[src/rtl/core/rpss_pkg.sv]
`timescale 1ns / 1ps

package rpss_pkg;

    // Default sizing handed to the top level
    localparam int DEF_MAX_READ_LENGTH = 1024;
    localparam int DEF_WINDOW_MAX      = 16;

    // Fixed field widths
    localparam int BASE_W     = 8;
    localparam int LEN_W      = 11;
    localparam int RATE_W     = 8;
    localparam int WLEN_W     = 5;
    localparam int SPLIT_W    = 10;
    localparam int CFG_ADDR_W = 5;
    localparam int CFG_DATA_W = 32;

    // Register reset values
    localparam logic [LEN_W-1:0]  RST_SEED_LENGTH       = 11'd3;
    localparam logic [LEN_W-1:0]  RST_FIRST_MIN_LENGTH  = 11'd3;
    localparam logic [LEN_W-1:0]  RST_SECOND_MIN_LENGTH = 11'd3;
    localparam logic [LEN_W-1:0]  RST_RUN_LIMIT         = 11'd3;
    localparam logic [RATE_W-1:0] RST_FIRST_RATE_ROOF   = 8'd128;
    localparam logic [RATE_W-1:0] RST_SECOND_RATE_FLOOR = 8'd51;
    localparam logic [WLEN_W-1:0] RST_WINDOW_LENGTH     = 5'd4;
    localparam logic [RATE_W-1:0] RST_WINDOW_RATE_LIMIT = 8'd51;

    typedef enum logic [1:0] {
        STATUS_SPLIT    = 2'd0,
        STATUS_NO_SPLIT = 2'd1,
        STATUS_REJECTED = 2'd2
    } scan_status_t;

    typedef enum logic [2:0] {
        REG_SEED_LENGTH            = 3'd0,
        REG_FIRST_PART_MIN_LENGTH  = 3'd1,
        REG_SECOND_PART_MIN_LENGTH = 3'd2,
        REG_MISMATCH_RUN_LIMIT     = 3'd3,
        REG_FIRST_RATE_ROOF        = 3'd4,
        REG_SECOND_RATE_FLOOR      = 3'd5,
        REG_WINDOW_LENGTH          = 3'd6,
        REG_WINDOW_RATE_LIMIT      = 3'd7
    } cfg_index_t;

    typedef struct packed {
        logic [BASE_W-1:0] read_base;
        logic [BASE_W-1:0] ref_base;
        logic              first_of_read;
        logic              last_of_read;
    } base_word_t;

    typedef struct packed {
        scan_status_t       scan_status;
        logic [SPLIT_W-1:0] split_position;
    } result_word_t;

    typedef struct packed {
        logic [LEN_W-1:0]  seed_length;
        logic [LEN_W-1:0]  first_part_min_length;
        logic [LEN_W-1:0]  second_part_min_length;
        logic [LEN_W-1:0]  mismatch_run_limit;
        logic [RATE_W-1:0] first_rate_roof;
        logic [RATE_W-1:0] second_rate_floor;
        logic [WLEN_W-1:0] window_length;
        logic [RATE_W-1:0] window_rate_limit;
    } cfg_t;

endpackage

[src/rtl/core/rpss_cfg.sv]
`timescale 1ns / 1ps

module rpss_cfg (
    input  logic                             clk,
    input  logic                             rst_n,
    input  logic                             psel,
    input  logic                             penable,
    input  logic                             pwrite,
    input  logic [rpss_pkg::CFG_ADDR_W-1:0]  paddr,
    input  logic [rpss_pkg::CFG_DATA_W-1:0]  pwdata,
    output logic [rpss_pkg::CFG_DATA_W-1:0]  prdata,
    output logic                             pready,
    output rpss_pkg::cfg_t                   cfg
);
    import rpss_pkg::*;

    cfg_t       cfg_reg;
    cfg_t       cfg_next;
    cfg_index_t reg_index;
    logic       wr_en;

    assign pready    = 1'b1;
    assign reg_index = cfg_index_t'(paddr[CFG_ADDR_W-1:2]);
    assign wr_en     = psel && penable && pwrite;
    assign cfg       = cfg_reg;

    // Register write decode
    always_comb
    begin
        cfg_next = cfg_reg;
        if (wr_en)
        begin
            unique case (reg_index)
                REG_SEED_LENGTH:            cfg_next.seed_length = pwdata[LEN_W-1:0];
                REG_FIRST_PART_MIN_LENGTH:  cfg_next.first_part_min_length = pwdata[LEN_W-1:0];
                REG_SECOND_PART_MIN_LENGTH: cfg_next.second_part_min_length = pwdata[LEN_W-1:0];
                REG_MISMATCH_RUN_LIMIT:     cfg_next.mismatch_run_limit = pwdata[LEN_W-1:0];
                REG_FIRST_RATE_ROOF:        cfg_next.first_rate_roof = pwdata[RATE_W-1:0];
                REG_SECOND_RATE_FLOOR:      cfg_next.second_rate_floor = pwdata[RATE_W-1:0];
                REG_WINDOW_LENGTH:          cfg_next.window_length = pwdata[WLEN_W-1:0];
                REG_WINDOW_RATE_LIMIT:      cfg_next.window_rate_limit = pwdata[RATE_W-1:0];
            endcase
        end
    end

    always_ff @(posedge clk or negedge rst_n)
    begin
        if (!rst_n)
        begin
            cfg_reg.seed_length            <= RST_SEED_LENGTH;
            cfg_reg.first_part_min_length  <= RST_FIRST_MIN_LENGTH;
            cfg_reg.second_part_min_length <= RST_SECOND_MIN_LENGTH;
            cfg_reg.mismatch_run_limit     <= RST_RUN_LIMIT;
            cfg_reg.first_rate_roof        <= RST_FIRST_RATE_ROOF;
            cfg_reg.second_rate_floor      <= RST_SECOND_RATE_FLOOR;
            cfg_reg.window_length          <= RST_WINDOW_LENGTH;
            cfg_reg.window_rate_limit      <= RST_WINDOW_RATE_LIMIT;
        end
        else
        begin
            cfg_reg <= cfg_next;
        end
    end

    // Read mux
    always_comb
    begin
        prdata = '0;
        unique case (reg_index)
            REG_SEED_LENGTH:            prdata = CFG_DATA_W'(cfg_reg.seed_length);
            REG_FIRST_PART_MIN_LENGTH:  prdata = CFG_DATA_W'(cfg_reg.first_part_min_length);
            REG_SECOND_PART_MIN_LENGTH: prdata = CFG_DATA_W'(cfg_reg.second_part_min_length);
            REG_MISMATCH_RUN_LIMIT:     prdata = CFG_DATA_W'(cfg_reg.mismatch_run_limit);
            REG_FIRST_RATE_ROOF:        prdata = CFG_DATA_W'(cfg_reg.first_rate_roof);
            REG_SECOND_RATE_FLOOR:      prdata = CFG_DATA_W'(cfg_reg.second_rate_floor);
            REG_WINDOW_LENGTH:          prdata = CFG_DATA_W'(cfg_reg.window_length);
            REG_WINDOW_RATE_LIMIT:      prdata = CFG_DATA_W'(cfg_reg.window_rate_limit);
        endcase
    end

endmodule

[src/rtl/core/rpss_scan.sv]
`timescale 1ns / 1ps

module rpss_scan #(
    parameter int MAX_READ_LENGTH = rpss_pkg::DEF_MAX_READ_LENGTH,
    parameter int WINDOW_MAX      = rpss_pkg::DEF_WINDOW_MAX
) (
    input  logic                   clk,
    input  logic                   rst_n,
    input  rpss_pkg::cfg_t         cfg,
    input  logic                   fire,
    input  rpss_pkg::base_word_t   word,
    output rpss_pkg::result_word_t result
);
    import rpss_pkg::*;

    localparam int NW     = $clog2(MAX_READ_LENGTH + 1);
    localparam int PW     = $clog2(WINDOW_MAX);
    localparam int LW     = $clog2(WINDOW_MAX + 1);
    localparam int CMPW   = (LW > WLEN_W) ? LW : WLEN_W;
    localparam int SW     = (NW > LEN_W) ? NW : LEN_W;
    localparam int PRODW  = NW + RATE_W;
    localparam int WPRODW = CMPW + RATE_W;

    // Per-read state
    logic [NW-1:0]         idx_reg, idx_next;
    logic                  second_reg, second_next;
    logic                  rej_reg, rej_next;
    logic [NW-1:0]         fl_reg, fl_next;
    logic [NW-1:0]         fm_reg, fm_next;
    logic [NW-1:0]         run_reg, run_next;
    logic [NW-1:0]         sl_reg, sl_next;
    logic [NW-1:0]         sm_reg, sm_next;
    logic [WINDOW_MAX-1:0] flags_reg, flags_next;
    logic [PW-1:0]         ptr_reg, ptr_next;
    logic [NW-1:0]         split_reg, split_next;

    // State as seen by this word (cleared on first base)
    logic [NW-1:0]         cur_idx, cur_fl, cur_fm, cur_run, cur_sl, cur_sm, cur_split;
    logic                  cur_second, cur_rej;
    logic [WINDOW_MAX-1:0] cur_flags;
    logic [PW-1:0]         cur_ptr;

    logic [CMPW-1:0]       wl_ext, eff_len;
    logic [WINDOW_MAX-1:0] win_mask, flags_wr;
    logic [PW-1:0]         pos, ptr_adv;
    logic [LW-1:0]         win_cnt;
    logic                  mm, active, process;
    logic [NW-1:0]         fl_inc, fm_inc, run_inc, sl_inc, sm_inc, split_new;
    logic                  seed_rej, past_min, rate_rej, run_over, win_over, floor_rej;

    assign mm = (word.read_base != word.ref_base);

    // Effective window length and mask
    always_comb
    begin
        wl_ext = CMPW'(cfg.window_length);
        if (wl_ext == '0)
            eff_len = CMPW'(1);
        else if (wl_ext > CMPW'(WINDOW_MAX))
            eff_len = CMPW'(WINDOW_MAX);
        else
            eff_len = wl_ext;
        for (int k = 0; k < WINDOW_MAX; k++)
            win_mask[k] = (CMPW'(k) < eff_len);
    end

    // Start-of-read clear
    always_comb
    begin
        if (word.first_of_read)
        begin
            cur_idx    = '0;
            cur_second = 1'b0;
            cur_rej    = 1'b0;
            cur_fl     = '0;
            cur_fm     = '0;
            cur_run    = '0;
            cur_sl     = '0;
            cur_sm     = '0;
            cur_flags  = '0;
            cur_ptr    = '0;
            cur_split  = '0;
        end
        else
        begin
            cur_idx    = idx_reg;
            cur_second = second_reg;
            cur_rej    = rej_reg;
            cur_fl     = fl_reg;
            cur_fm     = fm_reg;
            cur_run    = run_reg;
            cur_sl     = sl_reg;
            cur_sm     = sm_reg;
            cur_flags  = flags_reg;
            cur_ptr    = ptr_reg;
            cur_split  = split_reg;
        end
    end

    // Counter updates and limit compares
    always_comb
    begin
        active  = (cur_idx < NW'(MAX_READ_LENGTH));
        process = active && !cur_rej;

        pos      = (CMPW'(cur_ptr) < eff_len) ? cur_ptr : '0;
        flags_wr = cur_flags;
        flags_wr[pos] = mm;
        win_cnt  = LW'($countones(flags_wr & win_mask));
        ptr_adv  = ((CMPW'(pos) + CMPW'(1)) >= eff_len) ? '0 : (pos + PW'(1));

        fl_inc  = cur_fl + NW'(1);
        fm_inc  = cur_fm + NW'(mm);
        run_inc = mm ? (cur_run + NW'(1)) : '0;
        sl_inc  = cur_sl + NW'(1);
        sm_inc  = cur_sm + NW'(mm);

        seed_rej = mm && (SW'(fl_inc) < SW'(cfg.seed_length));
        past_min = (SW'(fl_inc) >= SW'(cfg.first_part_min_length));
        rate_rej = ((PRODW'(fm_inc) << RATE_W) >
                    (PRODW'(cfg.first_rate_roof) * PRODW'(fl_inc)));
        run_over = (SW'(run_inc) > SW'(cfg.mismatch_run_limit));
        win_over = ((WPRODW'(win_cnt) << RATE_W) >
                    (WPRODW'(cfg.window_rate_limit) * WPRODW'(eff_len)));
        floor_rej = (SW'(sl_inc) > SW'(cfg.second_part_min_length)) &&
                    ((PRODW'(sm_inc) << RATE_W) <
                     (PRODW'(cfg.second_rate_floor) * PRODW'(sl_inc)));
        // split backs up over the trailing mismatch run
        split_new = cur_idx + NW'(1) - run_inc;
    end

    // Next state
    always_comb
    begin
        idx_next    = active ? (cur_idx + NW'(1)) : cur_idx;
        second_next = cur_second;
        rej_next    = cur_rej;
        fl_next     = cur_fl;
        fm_next     = cur_fm;
        run_next    = cur_run;
        sl_next     = cur_sl;
        sm_next     = cur_sm;
        flags_next  = cur_flags;
        ptr_next    = cur_ptr;
        split_next  = cur_split;

        if (process && !cur_second)
        begin
            fl_next    = fl_inc;
            fm_next    = fm_inc;
            run_next   = run_inc;
            flags_next = flags_wr;
            if (seed_rej || (past_min && rate_rej))
            begin
                rej_next = 1'b1;
            end
            else
            begin
                if (past_min && (run_over || win_over))
                begin
                    second_next = 1'b1;
                    split_next  = split_new;
                    sl_next     = run_inc;
                    sm_next     = run_inc;
                end
                ptr_next = ptr_adv;
            end
        end
        else if (process)
        begin
            sl_next = sl_inc;
            sm_next = sm_inc;
            if (floor_rej)
                rej_next = 1'b1;
        end
    end

    // Verdict after this word
    always_comb
    begin
        result.split_position = '0;
        if (rej_next)
        begin
            result.scan_status = STATUS_REJECTED;
        end
        else if (second_next && (sl_next != '0))
        begin
            result.scan_status    = STATUS_SPLIT;
            result.split_position = SPLIT_W'(split_next);
        end
        else
        begin
            result.scan_status = STATUS_NO_SPLIT;
        end
    end

    // State registers; cleared once the last base has been scored
    always_ff @(posedge clk or negedge rst_n)
    begin
        if (!rst_n)
        begin
            idx_reg    <= '0;
            second_reg <= 1'b0;
            rej_reg    <= 1'b0;
            fl_reg     <= '0;
            fm_reg     <= '0;
            run_reg    <= '0;
            sl_reg     <= '0;
            sm_reg     <= '0;
            flags_reg  <= '0;
            ptr_reg    <= '0;
            split_reg  <= '0;
        end
        else if (fire)
        begin
            if (word.last_of_read)
            begin
                idx_reg    <= '0;
                second_reg <= 1'b0;
                rej_reg    <= 1'b0;
                fl_reg     <= '0;
                fm_reg     <= '0;
                run_reg    <= '0;
                sl_reg     <= '0;
                sm_reg     <= '0;
                flags_reg  <= '0;
                ptr_reg    <= '0;
                split_reg  <= '0;
            end
            else
            begin
                idx_reg    <= idx_next;
                second_reg <= second_next;
                rej_reg    <= rej_next;
                fl_reg     <= fl_next;
                fm_reg     <= fm_next;
                run_reg    <= run_next;
                sl_reg     <= sl_next;
                sm_reg     <= sm_next;
                flags_reg  <= flags_next;
                ptr_reg    <= ptr_next;
                split_reg  <= split_next;
            end
        end
    end

    // Counter consistency
    a_end_clears: assert property (@(posedge clk) disable iff (!rst_n)
        fire && word.last_of_read |=> (idx_reg == '0) && !rej_reg && !second_reg)
        else $error("per-read state not cleared after last base");

    a_second_counts: assert property (@(posedge clk) disable iff (!rst_n)
        sm_reg <= sl_reg)
        else $error("second part mismatches exceed its length");

    a_first_counts: assert property (@(posedge clk) disable iff (!rst_n)
        (run_reg <= fm_reg) && (fm_reg <= fl_reg))
        else $error("first part run or mismatch count out of bounds");

    a_no_second_len: assert property (@(posedge clk) disable iff (!rst_n)
        !second_reg |-> (sl_reg == '0) && (sm_reg == '0))
        else $error("second part counters moved before the switch");

endmodule

[src/rtl/core/read_splice_point_scanner.sv]
`timescale 1ns / 1ps

// Channel   Direction  Handshake            Word
// base      in         base_valid/stall     read_base, ref_base, first_of_read, last_of_read
// result    out        result_valid/stall   scan_status, split_position
// config    in         APB psel/penable     eight registers at byte address 4*i
//
// One base word per cycle is taken while base_stall is low; the per-read counters
// in rpss_scan update between the input register and the result register.
// A result is valid after its last base passes the input and then the result register.
// Reset (rst_n low) restores the register defaults and clears all read state.
// base_stall rises only while a last base waits behind a held, stalled result.

module read_splice_point_scanner #(
    parameter int MAX_READ_LENGTH = rpss_pkg::DEF_MAX_READ_LENGTH,
    parameter int WINDOW_MAX      = rpss_pkg::DEF_WINDOW_MAX
) (
    input  logic                            clk,
    input  logic                            rst_n,
    input  logic                            base_valid,
    output logic                            base_stall,
    input  rpss_pkg::base_word_t            base_word,
    output logic                            result_valid,
    input  logic                            result_stall,
    output rpss_pkg::result_word_t          result_word,
    input  logic                            psel,
    input  logic                            penable,
    input  logic                            pwrite,
    input  logic [rpss_pkg::CFG_ADDR_W-1:0] paddr,
    input  logic [rpss_pkg::CFG_DATA_W-1:0] pwdata,
    output logic [rpss_pkg::CFG_DATA_W-1:0] prdata,
    output logic                            pready
);
    import rpss_pkg::*;

    cfg_t         cfg;
    base_word_t   in_word_reg, in_word_next;
    logic         in_vld_reg, in_vld_next;
    result_word_t out_word_reg, out_word_next;
    logic         out_vld_reg, out_vld_next;
    result_word_t scan_result;
    logic         out_free, advance, accept;

    rpss_cfg u_cfg (
        .clk     (clk),
        .rst_n   (rst_n),
        .psel    (psel),
        .penable (penable),
        .pwrite  (pwrite),
        .paddr   (paddr),
        .pwdata  (pwdata),
        .prdata  (prdata),
        .pready  (pready),
        .cfg     (cfg)
    );

    rpss_scan #(
        .MAX_READ_LENGTH (MAX_READ_LENGTH),
        .WINDOW_MAX      (WINDOW_MAX)
    ) u_scan (
        .clk    (clk),
        .rst_n  (rst_n),
        .cfg    (cfg),
        .fire   (advance),
        .word   (in_word_reg),
        .result (scan_result)
    );

    // Flow control: only a last base needs room in the result register
    assign out_free   = !out_vld_reg || !result_stall;
    assign advance    = in_vld_reg && (!in_word_reg.last_of_read || out_free);
    assign base_stall = in_vld_reg && !advance;
    assign accept     = base_valid && !base_stall;

    assign result_valid = out_vld_reg;
    assign result_word  = out_word_reg;

    // Input and result register next values
    always_comb
    begin
        in_word_next  = in_word_reg;
        in_vld_next   = in_vld_reg;
        out_word_next = out_word_reg;
        out_vld_next  = out_vld_reg;

        if (accept)
        begin
            in_word_next = base_word;
            in_vld_next  = 1'b1;
        end
        else if (advance)
        begin
            in_vld_next = 1'b0;
        end

        if (advance && in_word_reg.last_of_read)
        begin
            out_word_next = scan_result;
            out_vld_next  = 1'b1;
        end
        else if (!result_stall)
        begin
            out_vld_next = 1'b0;
        end
    end

    always_ff @(posedge clk or negedge rst_n)
    begin
        if (!rst_n)
        begin
            in_vld_reg  <= 1'b0;
            out_vld_reg <= 1'b0;
        end
        else
        begin
            in_vld_reg  <= in_vld_next;
            out_vld_reg <= out_vld_next;
        end
    end

    // Payload registers
    always_ff @(posedge clk)
    begin
        in_word_reg  <= in_word_next;
        out_word_reg <= out_word_next;
    end

endmodule

[config.mk]
export PLATFORM = sky130hd
export DESIGN_NAME = read_splice_point_scanner
export DESIGN_NICKNAME = d
export VERILOG_FILES = /design/src/rtl/core/rpss_pkg.sv /design/src/rtl/core/rpss_cfg.sv /design/src/rtl/core/rpss_scan.sv /design/src/rtl/core/read_splice_point_scanner.sv
export SDC_FILE = /design/constraint.sdc
export NUM_CORES = 1
export LEC_CHECK = 0
export BUFFER_PORTS_ARGS = -buffer_cell sky130_fd_sc_hd__buf_2
export CAP_MARGIN = 20
export CORE_UTILIZATION = 50
export CTS_BUF_LIST = sky130_fd_sc_hd__clkbuf_16
export CTS_CLUSTER_DIAMETER = 120
export CTS_CLUSTER_SIZE = 20
export DETAILED_ROUTE_END_ITERATION = 8
export PLACE_DENSITY = 0.67
export SLEW_MARGIN = 20
export SYNTH_ARGS = -nofsm -noshare
export SYNTH_HDL_FRONTEND = slang
export SYNTH_SLANG_ARGS = --single-unit
[constraint.sdc]
create_clock -name clk -period 28 [get_ports clk]
set_clock_uncertainty 0.05 [all_clocks]
set_input_delay 1.4 -clock clk [delete_from_list [all_inputs] [get_ports clk]]
set_output_delay 1.4 -clock clk [all_outputs]
set_load 0.01 [all_outputs]
==> summary.txt, run 1 <==
Clock tree
  • CTS Buf Count: 15
  • CTS sink count: 203
  • H-tree levels: 1
  • Post-CTS setup buffer count: 0
  • Resized Gates After CTS: 0
  • CTS tree: built
  • Clk Latency, worst-skew pair: 0.51 ns
  • Clk slew on worst S/H paths: 0.08 ns
  • Root Driver: clkbuf_16
  • Hold buffers post-CTS: 0
  • Longest Clk Path Bufs: 3

STA
  • Worst-Margin Slew: 1.12 ns
  • Achievable frequency: 92.9 MHz
  • Tcrit/Tclk final: 0.384
  • WHS: 0.431 ns
  • Count of pins over their slew limit: 0
  • Count of final hold-check violations: 0
  • Post-layout minimum cycle time: 10.76 ns
  • Final setup viols: 0
  • Max-slew headroom: 0.250
  • Post-Route Setup TNS: 0 ns
  • RSZ-0062 raised after global routing: no

Detailed routing
  • DRT antenna net count: 0
  • WL per Instance: 18.8 um
  • 1st-iter DRT viols: 1379
  • Drt first pass iters: 6
  • DRC: 0
  • Vias per cell: 5.92
  • Routed vias: 17276
  • Total Routed Length: 54900 um

Placed design
  • Placed instance area: 0.0214 sq mm
  • Placer Congestion: 0.911
  • Detailed placement HPWL: 41900 um
  • Port Buffers: 63

Critical path
  • Critical path class: flip-flop to flip-flop
  • Crit start category: flip-flop
  • Crit-path max FO: 55
  • CP max stage delay: 0.78 ns
  • CP max-delay cell: nor3_1
  • Critical Path Sink Type: flip-flop
  • Arr. time, crit path: 10.91 ns
  • Req. time, crit path: 28.15 ns

Status
  • Status: completed

Run
  • Max-Cap Viols: 0

Die
  • Die extent in y: 206 um
  • IO Pins: 109
  • Cell Rows: 74
  • Die W: 206 um
  • Starting Density: 0.508
  • Die Footprint: 0.0423 sq mm
  • Area of the core: 0.0408 sq mm

Layout
  • Area delta synth->final: 5.66%
  • Number of flip-flops under the largest register name: 73
  • Nets@finish: 2789
  • Fin area: 0.0219 sq mm
  • Ant diodes: 0
  • Layout cell share with drive strength beyond 1: 0.0821

Synthesis
  • EDFF count, synth: 30
  • Ys Warns: 0
  • Sequential area share after synthesis: 0.253
  • Synth Flop Type: dfrtp_1
  • Synth Register Bits: 203
  • FFs w/ async S/R, synth: 0.852
  • Cell variety after synth: 94
  • Mapped cell area: 0.0207 sq mm
  • Mean Syn Cell Area: 8.72 sq um
  • Post-Syn Instances: 2377

GRT
  • Total gr overflow: 0
  • First-pass GRT wire length: 90200 um
  • Number of global-route vias before repair: 17382
  • Initial antenna violation count: 0
  • GRT Overall Usage: 0.268
  • Largest net degree at the start of global routing: 102

Power and ir drop
  • Pleak: 10.5 nW
  • Peak VDD IR: 46.3 uV
  • Pwr Density: 40.5 mW/mm^2

Worst hold path
  • Worst min path class: flip-flop to flip-flop
## cell usage after synthesis (18+ instances only)
| cell type | number | area share |
|---|---|---|
| a21oi_1 | 126 | 0.030 |
| a22o_1 | 40 | 0.017 |
| and2_1 | 95 | 0.029 |
| and3_1 | 29 | 0.0088 |
| buf_4 | 23 | 0.0083 |
| clkbuf_1 | 78 | 0.014 |
| dfrtp_1 | 155 | 0.19 |
| dfstp_2 | 18 | 0.023 |
| edfxtp_1 | 30 | 0.043 |
| fa_1 | 138 | 0.13 |
| ha_1 | 209 | 0.13 |
| inv_1 | 260 | 0.047 |
| mux2_2 | 40 | 0.022 |
| nand2_1 | 301 | 0.055 |
| nand3_1 | 69 | 0.017 |
| nand4_1 | 22 | 0.0066 |
| nor2_1 | 132 | 0.024 |
| nor2b_1 | 34 | 0.010 |
| nor3_1 | 40 | 0.0097 |
| o21ai_0 | 146 | 0.035 |
| xnor2_1 | 44 | 0.019 |
| xor2_1 | 57 | 0.024 |
## power by group
part | total [mW] | internal, mW | switching [mW] | leakage, nW
clock network | 0.226 | 0.110 | 0.116 | 0.250
logic | 0.282 | 0.107 | 0.176 | 7.76
registers | 0.380 | 0.333 | 0.0469 | 2.51
total | 0.888 | 0.550 | 0.338 | 10.5
## routing by layer
metal | vias to the layer above | GRT usage | share of wire
met4 | 0 | 0.0772 | 0.025
met1 | 8541 | 0.359 | 0.43
li1 | 8098 | - | -
met3 | 106 | 0.0236 | 0.056
met5 | - | 0 | 0
met2 | 531 | 0.460 | 0.49
## path summary, 6_finish.rpt
check | start | to | slack [ns] | depth (start not counted)
worst max-delay path | in_word_reg[1]$_DFFE_PP_ | result_word[6]$_SDFFCE_PP0P_ | 17.24 | 34
worst min-delay path | u_scan.fm_reg[1]$_DFFE_PN0P_ | u_scan.fm_reg[1]$_DFFE_PN0P_ | 0.43 | 2
worst max register to register | in_word_reg[1]$_DFFE_PP_ | result_word[6]$_SDFFCE_PP0P_ | 17.24 | 34
worst min register to register | u_scan.fm_reg[1]$_DFFE_PN0P_ | u_scan.fm_reg[1]$_DFFE_PN0P_ | 0.43 | 2
max in group asynchronous | rst_n | u_scan.run_reg[8]$_DFFE_PN0P_ | 25.43 | 2
min in group asynchronous | rst_n | u_scan.sm_reg[5]$_DFFE_PN0P_ | 0.92 | 1
## per-stage QoR
step                setup slack, ns  std cells  power [mW]   util
detailed placement            17.38       2895       0.666  0.525
CTS                           17.38       2920       0.890  0.536
floorplan                     18.84       2397       0.568      -
finish                        17.24       2920       0.888  0.536
global route                  16.70       2920       0.939  0.536
global placement              17.53       2894       0.654  0.525
## critical path, delay by kind of cell, from the launching register on
kind / cells / cell delay [ns]
compound gates: 6 / 2.25
xor+xnor: 1 / 0.15
fa+ha+maj: 9 / 3.43
buf+inv: 8 / 1.32
flops: 1 / 0.53
mux: 1 / 0.31
simple gates: 9 / 2.35
## area by class of cell
| type | instances | area, sq um |
|---|---|---|
| fillers | 3763 | 18900 |
| repair buffers | 83 | 469 |
| inverters | 265 | 995 |
| well taps | 532 | 666 |
| flip-flops and latches | 203 | 5250 |
| multi-input cells | 1812 | 14100 |
| clock inverters | 10 | 90.1 |
| clock buffers | 15 | 375 |
## cells by family (layout without fill, tap and decap cells)
family | count (synthesis) | after routing | synth area share
compound gates | 507 | 507 | 0.160
xor+xnor | 101 | 101 | 0.0427
other cells | 2 | 22 | 0.000362
simple gates | 778 | 778 | 0.179
flops | 203 | 203 | 0.253
buf+inv | 382 | 373 | 0.0737
mux | 57 | 57 | 0.0317
fa+ha+maj | 347 | 347 | 0.259
## placed cells by master (no fill, tap or decap), types with 69 or more instances in the layout
cell,Yosys,final
nand2_1,301,301
inv_1,260,266
ha_1,209,209
dfrtp_1,155,155
o21ai_0,146,145
fa_1,138,138
nor2_1,132,131
a21oi_1,126,126
and2_1,95,95
nand3_1,69,69
No activity file was read; power rests on OpenSTA's default activity.
==> run 2, diff against run 1 <==
--- a/config.mk
+++ b/config.mk
@@ -5,6 +5,7 @@
 export SDC_FILE = /design/constraint.sdc
 export NUM_CORES = 1
 export LEC_CHECK = 0
+export ABC_AREA = 1
 export BUFFER_PORTS_ARGS = -buffer_cell sky130_fd_sc_hd__buf_2
 export CAP_MARGIN = 20
 export CORE_UTILIZATION = 50
==> constraint.sdc (replaced) <==
create_clock -name clk -period 10.8 [get_ports clk]
set_clock_uncertainty 0.05 [all_clocks]
set_input_delay 0.54 -clock clk [delete_from_list [all_inputs] [get_ports clk]]
set_output_delay 0.54 -clock clk [all_outputs]
set_load 0.01 [all_outputs]
==> summary.txt, run 2 <==
STA
  • Tcrit/Tclk final: 0.884 (+0.499)
  • Max-slew headroom: 0.303 (+0.0530)
  • Achievable frequency: 105 MHz (+13%)
  • Count of final hold-check violations: 0 (unchanged)
  • RSZ-0062 raised after global routing: no
  • Post-Route Setup TNS: 0 ns (unchanged)
  • Post-layout minimum cycle time: 9.54 ns (-1.22 ns)
  • Count of pins over their slew limit: 0 (unchanged)
  • Worst-Margin Slew: 1.04 ns (-0.0753 ns)
  • Final setup viols: 0 (unchanged)

Placed design
  • Placer Congestion: 0.910 (-0.12%)
  • Placed instance area: 0.0218 sq mm (+1.5%)
  • Detailed placement HPWL: 46100 um (+10%)
  • Port Buffers: 63 (unchanged)

Worst hold path
  • Hold Path Origin: base_word[9]
  • Hold worst-path end: in_word_reg[9]$_DFFE_PP_
  • Worst min path class: primary input to flip-flop
  • Hold Crit Depth: 1 (-1)

Clock tree
  • Clk slew on worst S/H paths: 0.09 ns (about the same)
  • Longest Clk Path Bufs: 3 (unchanged)
  • Hold buffers post-CTS: 1 (+1)
  • CTS sink count: 203 (unchanged)
  • Resized Gates After CTS: 0 (unchanged)
  • CTS tree: built
  • Clk Latency, worst-skew pair: 0.50 ns (about the same)
  • Root Driver: clkbuf_16
  • Post-CTS setup buffer count: 0 (unchanged)
  • H-tree levels: 1 (unchanged)
  • CTS Buf Count: 14 (-1)

Critical path
  • CP max-delay cell: edfxtp_1
  • CP Launch Point: in_word_reg[1]$_DFFE_PP_
  • Cell mode on critical path: nand2_1
  • R2r worst-path depth: 46 (+35%)
  • Worst r2r dst: result_word[9]$_SDFFCE_PP0P_
  • Arr. time, crit path: 9.74 ns (-1.17 ns)
  • Crit-path max FO: 13 (-76%)
  • CP max stage delay: 0.70 ns (-0.08 ns)
  • Crit start category: flip-flop
  • Reg2Reg Launch Point: in_word_reg[1]$_DFFE_PP_
  • Req. time, crit path: 11.00 ns (-17.15 ns)
  • Critical path class: flip-flop to flip-flop
  • Critical Path Sink Type: flip-flop
  • Flop2flop setup slack: 1.26 ns (-15.98 ns)

Synthesis
  • Adder-cell area share of the yosys netlist: 0.255 (-0.00427)
  • Compound-gate portion of the synthesized area: 0.142 (-0.0181)
  • Ys Warns: 0 (unchanged)
  • Largest family of logic cells by synthesized area: adder cells
  • Sequential area share after synthesis: 0.249 (-0.00417)
  • Synth Flop Type: dfrtp_1
  • Synth Area in Simple Gates: 0.205 (+0.0267)
  • Multiplexer share of the synthesized area: 0 (-0.0317)
  • Synth Area in XOR/XNOR: 0.0261 (-0.0166)
  • Yosys top cell area share: 0.184 (-0.00308)
  • Synth Register Bits: 203 (unchanged)
  • Mean Syn Cell Area: 7.55 sq um (-13%)
  • Count leader, synth: inv_1
  • Cell variety after synth: 65 (-31%)
  • Most instantiated cells after synthesis: inv_1 (533), nand2_1 (513), nor2_1 (275)
  • Top area cells in the synthesized netlist: dfrtp_1 (18%), fa_1 (13%), ha_1 (12%)
  • FFs w/ async S/R, synth: 0.852 (unchanged)
  • Mapped cell area: 0.0211 sq mm (+1.7%)
  • Synth area leader: dfrtp_1
  • Post-Syn Instances: 2791 (+17%)
  • EDFF count, synth: 30 (unchanged)

Detailed routing
  • DRC: 0 (unchanged)
  • Vias per cell: 5.57 (-5.9%)
  • DRT antenna net count: 0 (unchanged)
  • Total Routed Length: 59500 um (+8.4%)
  • Drt first pass iters: 7 (+1)
  • Routed vias: 18643 (+7.9%)
  • WL per Instance: 17.8 um (-5.5%)
  • 1st-iter DRT viols: 1498 (+8.6%)

GRT
  • Largest net degree at the start of global routing: 81 (-21%)
  • Total gr overflow: 0 (unchanged)
  • Number of global-route vias before repair: 18542 (+6.7%)
  • First-pass GRT wire length: 97700 um (+8.3%)
  • GRT Overall Usage: 0.281 (+0.0132)
  • Initial antenna violation count: 1 (+1)

Power and ir drop
  • Pleak: 11.2 nW (+6.7%)
  • Peak VDD IR: 103 uV (+120%)
  • Total power draw: 3.36 mW (+280%)
  • Pwr Density: 151 mW/mm^2 (+270%)

Layout
  • Number of flip-flops under the largest register name: 73 (unchanged)
  • Nets@finish: 3218 (+15%)
  • Ant diodes: 0 (unchanged)
  • Most common cell after layout, fill and taps aside: inv_1
  • Most frequent cells in the layout: inv_1 (538), nand2_1 (513), nor2_1 (274)
  • Fin util: 0.539 (+0.00247)
  • Layout cell share with drive strength beyond 1: 0.0692 (-0.0128)
  • Area delta synth->final: 5.35%
  • Fin area: 0.0222 sq mm (+1.4%)

Die
  • Die Footprint: 0.0430 sq mm (+1.7%)
  • IO Pins: 109 (unchanged)
  • Area of the core: 0.0412 sq mm (+0.91%)
  • Die W: 207 um (+0.82%)
  • Cell Rows: 74 (unchanged)
  • Die extent in y: 207 um (+0.82%)
  • Starting Density: 0.512 (+0.00385)

Status
  • Status: completed

Run
  • Max-Cap Viols: 0 (unchanged)
## run 2: cell count changes after synthesis, sizes merged, moves of 19 or more
cell	change
inv	+284
nand2	+219
nor2	+178
and2	-92
o21ai	+85
o22ai	+77
a22o	-40
mux2	-40
nor2b	-34
and3	-29
xnor2	-26
nand3	+22
clkbuf	-19
## run 2: layout make-up
| cell class | count | area, sq um |
|---|---|---|
| clock buffer | 15 | 375 |
| tap | 532 | 666 |
| clock inverter | 8 | 65.1 |
| sequential | 203 | 5250 |
| inverter | 551 | 2070 |
| timing repair buffer | 78 | 437 |
| multi-input combinational | 1961 | 13300 |
| fill | 3891 | 19000 |
## run 2: how the worst max path moves through the flow
stage | to | slack (ns) | depth (start not counted)
CTS | result_word[9]$_SDFFCE_PP0P_ | 1.39 | 41
floorplan | result_word[8]$_SDFFCE_PP0P_ | 2.53 | 51
finish | result_word[9]$_SDFFCE_PP0P_ | 1.26 | 46
global placement | result_word[8]$_SDFFCE_PP0P_ | 1.55 | 41
detailed placement | result_word[9]$_SDFFCE_PP0P_ | 1.42 | 41
global route | result_word[9]$_SDFFCE_PP0P_ | 0.56 | 42
## run 2: metal layers
metal	up-vias	wire, um	track usage
li1	8928	-	-
met1	9007	26600	0.394
met2	625	27500	0.461
met3	83	3580	0.0227
met4	0	1750	0.0890
met5	-	0	0
## run 2: metrics by stage
stage	std cells	setup WS [ns]	hold WS, ns
CTS	3348	1.39	0.147
floorplan	2811	2.53	0.194
finish	3348	1.26	0.161
global route	3348	0.558	0.140
detailed placement	3324	1.42	0.418
global placement	3324	1.55	0.415
## run 2: kinds of logic after synthesis
family,count (synthesis)
and+or+nand+nor,1001
adders and majority gates,347
other,2
DFF,203
AOI/OAI and AO/OA,529
xor gates and xnor gates,62
buffers and inverters,647
## run 2: where the power goes
group          internal [mW]  switching (mW)
Clock                  0.278           0.296
Sequential             0.916           0.119
Combinational          0.579            1.17
Total                   1.77            1.59
## run 2: worst max-delay path: cells and delay by family (launching register included)
kind	cells	cell delay, ns
AO/OA/AOI/OAI	5	0.95
flip-flops	1	0.70
buffers and inverters	6	0.87
adder cells (fa/ha/maj)	7	2.91
XOR/XNOR	1	0.17
AND/OR/NAND/NOR	27	3.62
==> run 3, diff against run 2 <==
--- a/config.mk
+++ b/config.mk
@@ -6,6 +6,7 @@
 export NUM_CORES = 1
 export LEC_CHECK = 0
 export ABC_AREA = 1
+export ABC_CLOCK_PERIOD_IN_PS = 10800
 export BUFFER_PORTS_ARGS = -buffer_cell sky130_fd_sc_hd__buf_2
 export CAP_MARGIN = 20
 export CORE_UTILIZATION = 50
@@ -13,7 +14,7 @@
 export CTS_CLUSTER_DIAMETER = 120
 export CTS_CLUSTER_SIZE = 20
 export DETAILED_ROUTE_END_ITERATION = 8
-export PLACE_DENSITY = 0.67
+export PLACE_DENSITY = 0.69
 export SLEW_MARGIN = 20
 export SYNTH_ARGS = -nofsm -noshare
 export SYNTH_HDL_FRONTEND = slang
==> summary.txt, run 3 (same netlist as run 2, synthesis figures left out) <==
GRT
  • Total gr overflow: 0 (unchanged)
  • Largest net degree at the start of global routing: 88 (+8.6%)
  • GRT Overall Usage: 0.271 (-0.00972)
  • First-pass GRT wire length: 94500 um (-3.3%)
  • Initial antenna violation count: 1 (unchanged)
  • Number of global-route vias before repair: 18066 (-2.6%)

STA
  • Worst-Margin Slew: 1.05 ns (+0.0117 ns)
  • Count of pins over their slew limit: 0 (unchanged)
  • Tcrit/Tclk final: 0.874 (-0.00987)
  • PnR worst setup slack: 1.36 ns (+0.107 ns)
  • Post-Route Setup TNS: 0 ns (unchanged)
  • WHS: 0.168 ns (+0.00604 ns)
  • RSZ-0062 raised after global routing: no
  • Max-slew headroom: 0.295 (-0.00782)
  • Achievable frequency: 106 MHz (+1.1%)
  • Post-layout minimum cycle time: 9.44 ns (-0.107 ns)
  • Final setup viols: 0 (unchanged)
  • Count of final hold-check violations: 0 (unchanged)

Die
  • Die extent in y: 207 um (unchanged)
  • Die W: 207 um (unchanged)
  • Cell Rows: 74 (unchanged)
  • IO Pins: 109 (unchanged)
  • Starting Density: 0.512 (unchanged)
  • Die Footprint: 0.0430 sq mm (unchanged)
  • Area of the core: 0.0412 sq mm (unchanged)

Power and ir drop
  • Pwr Density: 151 mW/mm^2 (-0.28%)
  • Total power draw: 3.35 mW (-0.45%)
  • Switching part of the total: 0.476 (+0.00327)
  • Pleak: 11.2 nW (-0.15%)
  • Clk network pwr share: 0.167 (-0.004)
  • Peak VDD IR: 94.7 uV (-8.3%)
  • Logic pwr share: 0.523 (+0.002)
  • Sequential power share: 0.310 (+0.002)
  • Internal power: 1.75 mW (-1.1%)
  • Switching power: 1.59 mW (+0.24%)

Clock tree
  • Resized Gates After CTS: 0 (unchanged)
  • CTS tree: built
  • Hold buffers post-CTS: 1 (unchanged)
  • CTS sink count: 203 (unchanged)
  • CTS Buf Count: 14 (unchanged)
  • Longest Clk Path Bufs: 3 (unchanged)
  • Root Driver: clkbuf_16
  • Clk slew on worst S/H paths: 0.09 ns (about the same)
  • Post-CTS setup buffer count: 0 (unchanged)
  • Clk Latency, worst-skew pair: 0.51 ns (about the same)
  • H-tree levels: 1 (unchanged)

Critical path
  • CP max-delay cell: nor2_1
  • Req. time, crit path: 10.99 ns (about the same)
  • Cell mode on critical path: inv_1
  • Crit-path max FO: 12 (-1)
  • Arr. time, crit path: 9.63 ns (-0.11 ns)
  • CP max stage delay: 0.60 ns (-0.10 ns)
  • Critical path class: flip-flop to flip-flop
  • Critical Path Sink Type: flip-flop
  • Crit start category: flip-flop

Detailed routing
  • Total Routed Length: 58000 um (-2.4%)
  • 1st-iter DRT viols: 1674 (+12%)
  • DRT antenna net count: 0 (unchanged)
  • WL per Instance: 17.4 um (-2.3%)
  • Routed vias: 18580 (-0.34%)
  • DRC: 0 (unchanged)
  • Drt first pass iters: 6 (-1)
  • Vias per cell: 5.55 (-0.25%)

Layout
  • Ant diodes: 0 (unchanged)
  • Fillers: 3937 (+1.2%)
  • Most common cell after layout, fill and taps aside: inv_1
  • Most frequent cells in the layout: inv_1 (539), nand2_1 (513), nor2_1 (274)
  • Fin util: 0.538 (-0.000911)
  • Area delta synth->final: 5.17%
  • Nets@finish: 3214 (-0.12%)
  • Layout cell share with drive strength beyond 1: 0.0679 (-0.00135)
  • Number of flip-flops under the largest register name: 73 (unchanged)

Placed design
  • Pre-CTS setup slack: 1.45 ns (+0.0274 ns)
  • Placer Congestion: 0.924 (+1.5%)
  • Port Buffers: 63 (unchanged)
  • Detailed placement HPWL: 45200 um (-1.9%)

Run
  • Max-Cap Viols: 0 (unchanged)

Worst hold path
  • Worst min path class: primary input to flip-flop

Status
  • Status: completed
-- run 3: cell types whose count changed in the layout (fill, tap and decap cells not counted), sizes merged --
| cell | before | now |
|---|---|---|
| inv | 551 | 553 |
| clkinv | 6 | 7 |
| buf | 77 | 73 |
| bufinv | 1 | 0 |
| clkinvlp | 1 | 0 |
-- run 3: final timing paths --
check,depth (start not counted),slack (ns),endpoint,startpoint
worst max-delay path,42,1.36,result_word[8]$_SDFFCE_PP0P_,u_cfg.cfg[10]$_DFFE_PN1P_
worst min-delay path,1,0.17,in_word_reg[3]$_DFFE_PP_,base_word[3]
worst max register to register,42,1.36,result_word[8]$_SDFFCE_PP0P_,u_cfg.cfg[10]$_DFFE_PN1P_
worst min register to register,2,0.44,u_scan.split_reg[9]$_DFFE_PN0P_,u_scan.split_reg[9]$_DFFE_PN0P_
max in group asynchronous,3,8.83,u_scan.sl_reg[0]$_DFFE_PN0P_,rst_n
min in group asynchronous,2,0.47,u_scan.fl_reg[0]$_DFFE_PN0P_,rst_n
-- run 3: metal layers --
metal  wire (um)  GRT usage
met1       25500      0.371
met2       26800      0.445
met3        3620     0.0274
met4        2150      0.101
met5           0          0
-- run 3: power groups by stage --
stage | Sequential, mW | Clock [mW] | Combinational [mW]
2_1_floorplan | 0.987 | 0 | 1.30
3_3_place_gp | 1.04 | 0 | 1.69
3_5_place_dp | 1.05 | 0 | 1.73
4_1_cts | 1.03 | 0.565 | 1.75
5_1_grt | 1.05 | 0.593 | 1.98
6_report | 1.04 | 0.559 | 1.75
-- run 3: layout make-up --
class | instances | area [sq um] | share of cell area
clock inverters | 9 | 45.0 | 0.00203
clock buffers | 15 | 375 | 0.0169
repair buffers | 74 | 419 | 0.0189
flip-flops and latches | 203 | 5250 | 0.237
multi-input cells | 1961 | 13300 | 0.602
well taps | 532 | 666 | 0.0300
inverters | 551 | 2070 | 0.0934
-- run 3: worst max-delay path: cells and delay by family, from the launching register on --
kind | cells | cell delay, ns
xor+xnor | 1 | 0.16
flops | 1 | 0.57
fa+ha+maj | 9 | 3.57
compound gates | 4 | 0.61
simple gates | 19 | 3.25
buf+inv | 9 | 0.97
-- run 3: stage by stage --
stage,instance area (sq um),cells
6_report,22200,3345
5_1_grt,22200,3345
3_3_place_gp,21700,3320
4_1_cts,22200,3345
2_1_floorplan,21200,2811
3_5_place_dp,21700,3320
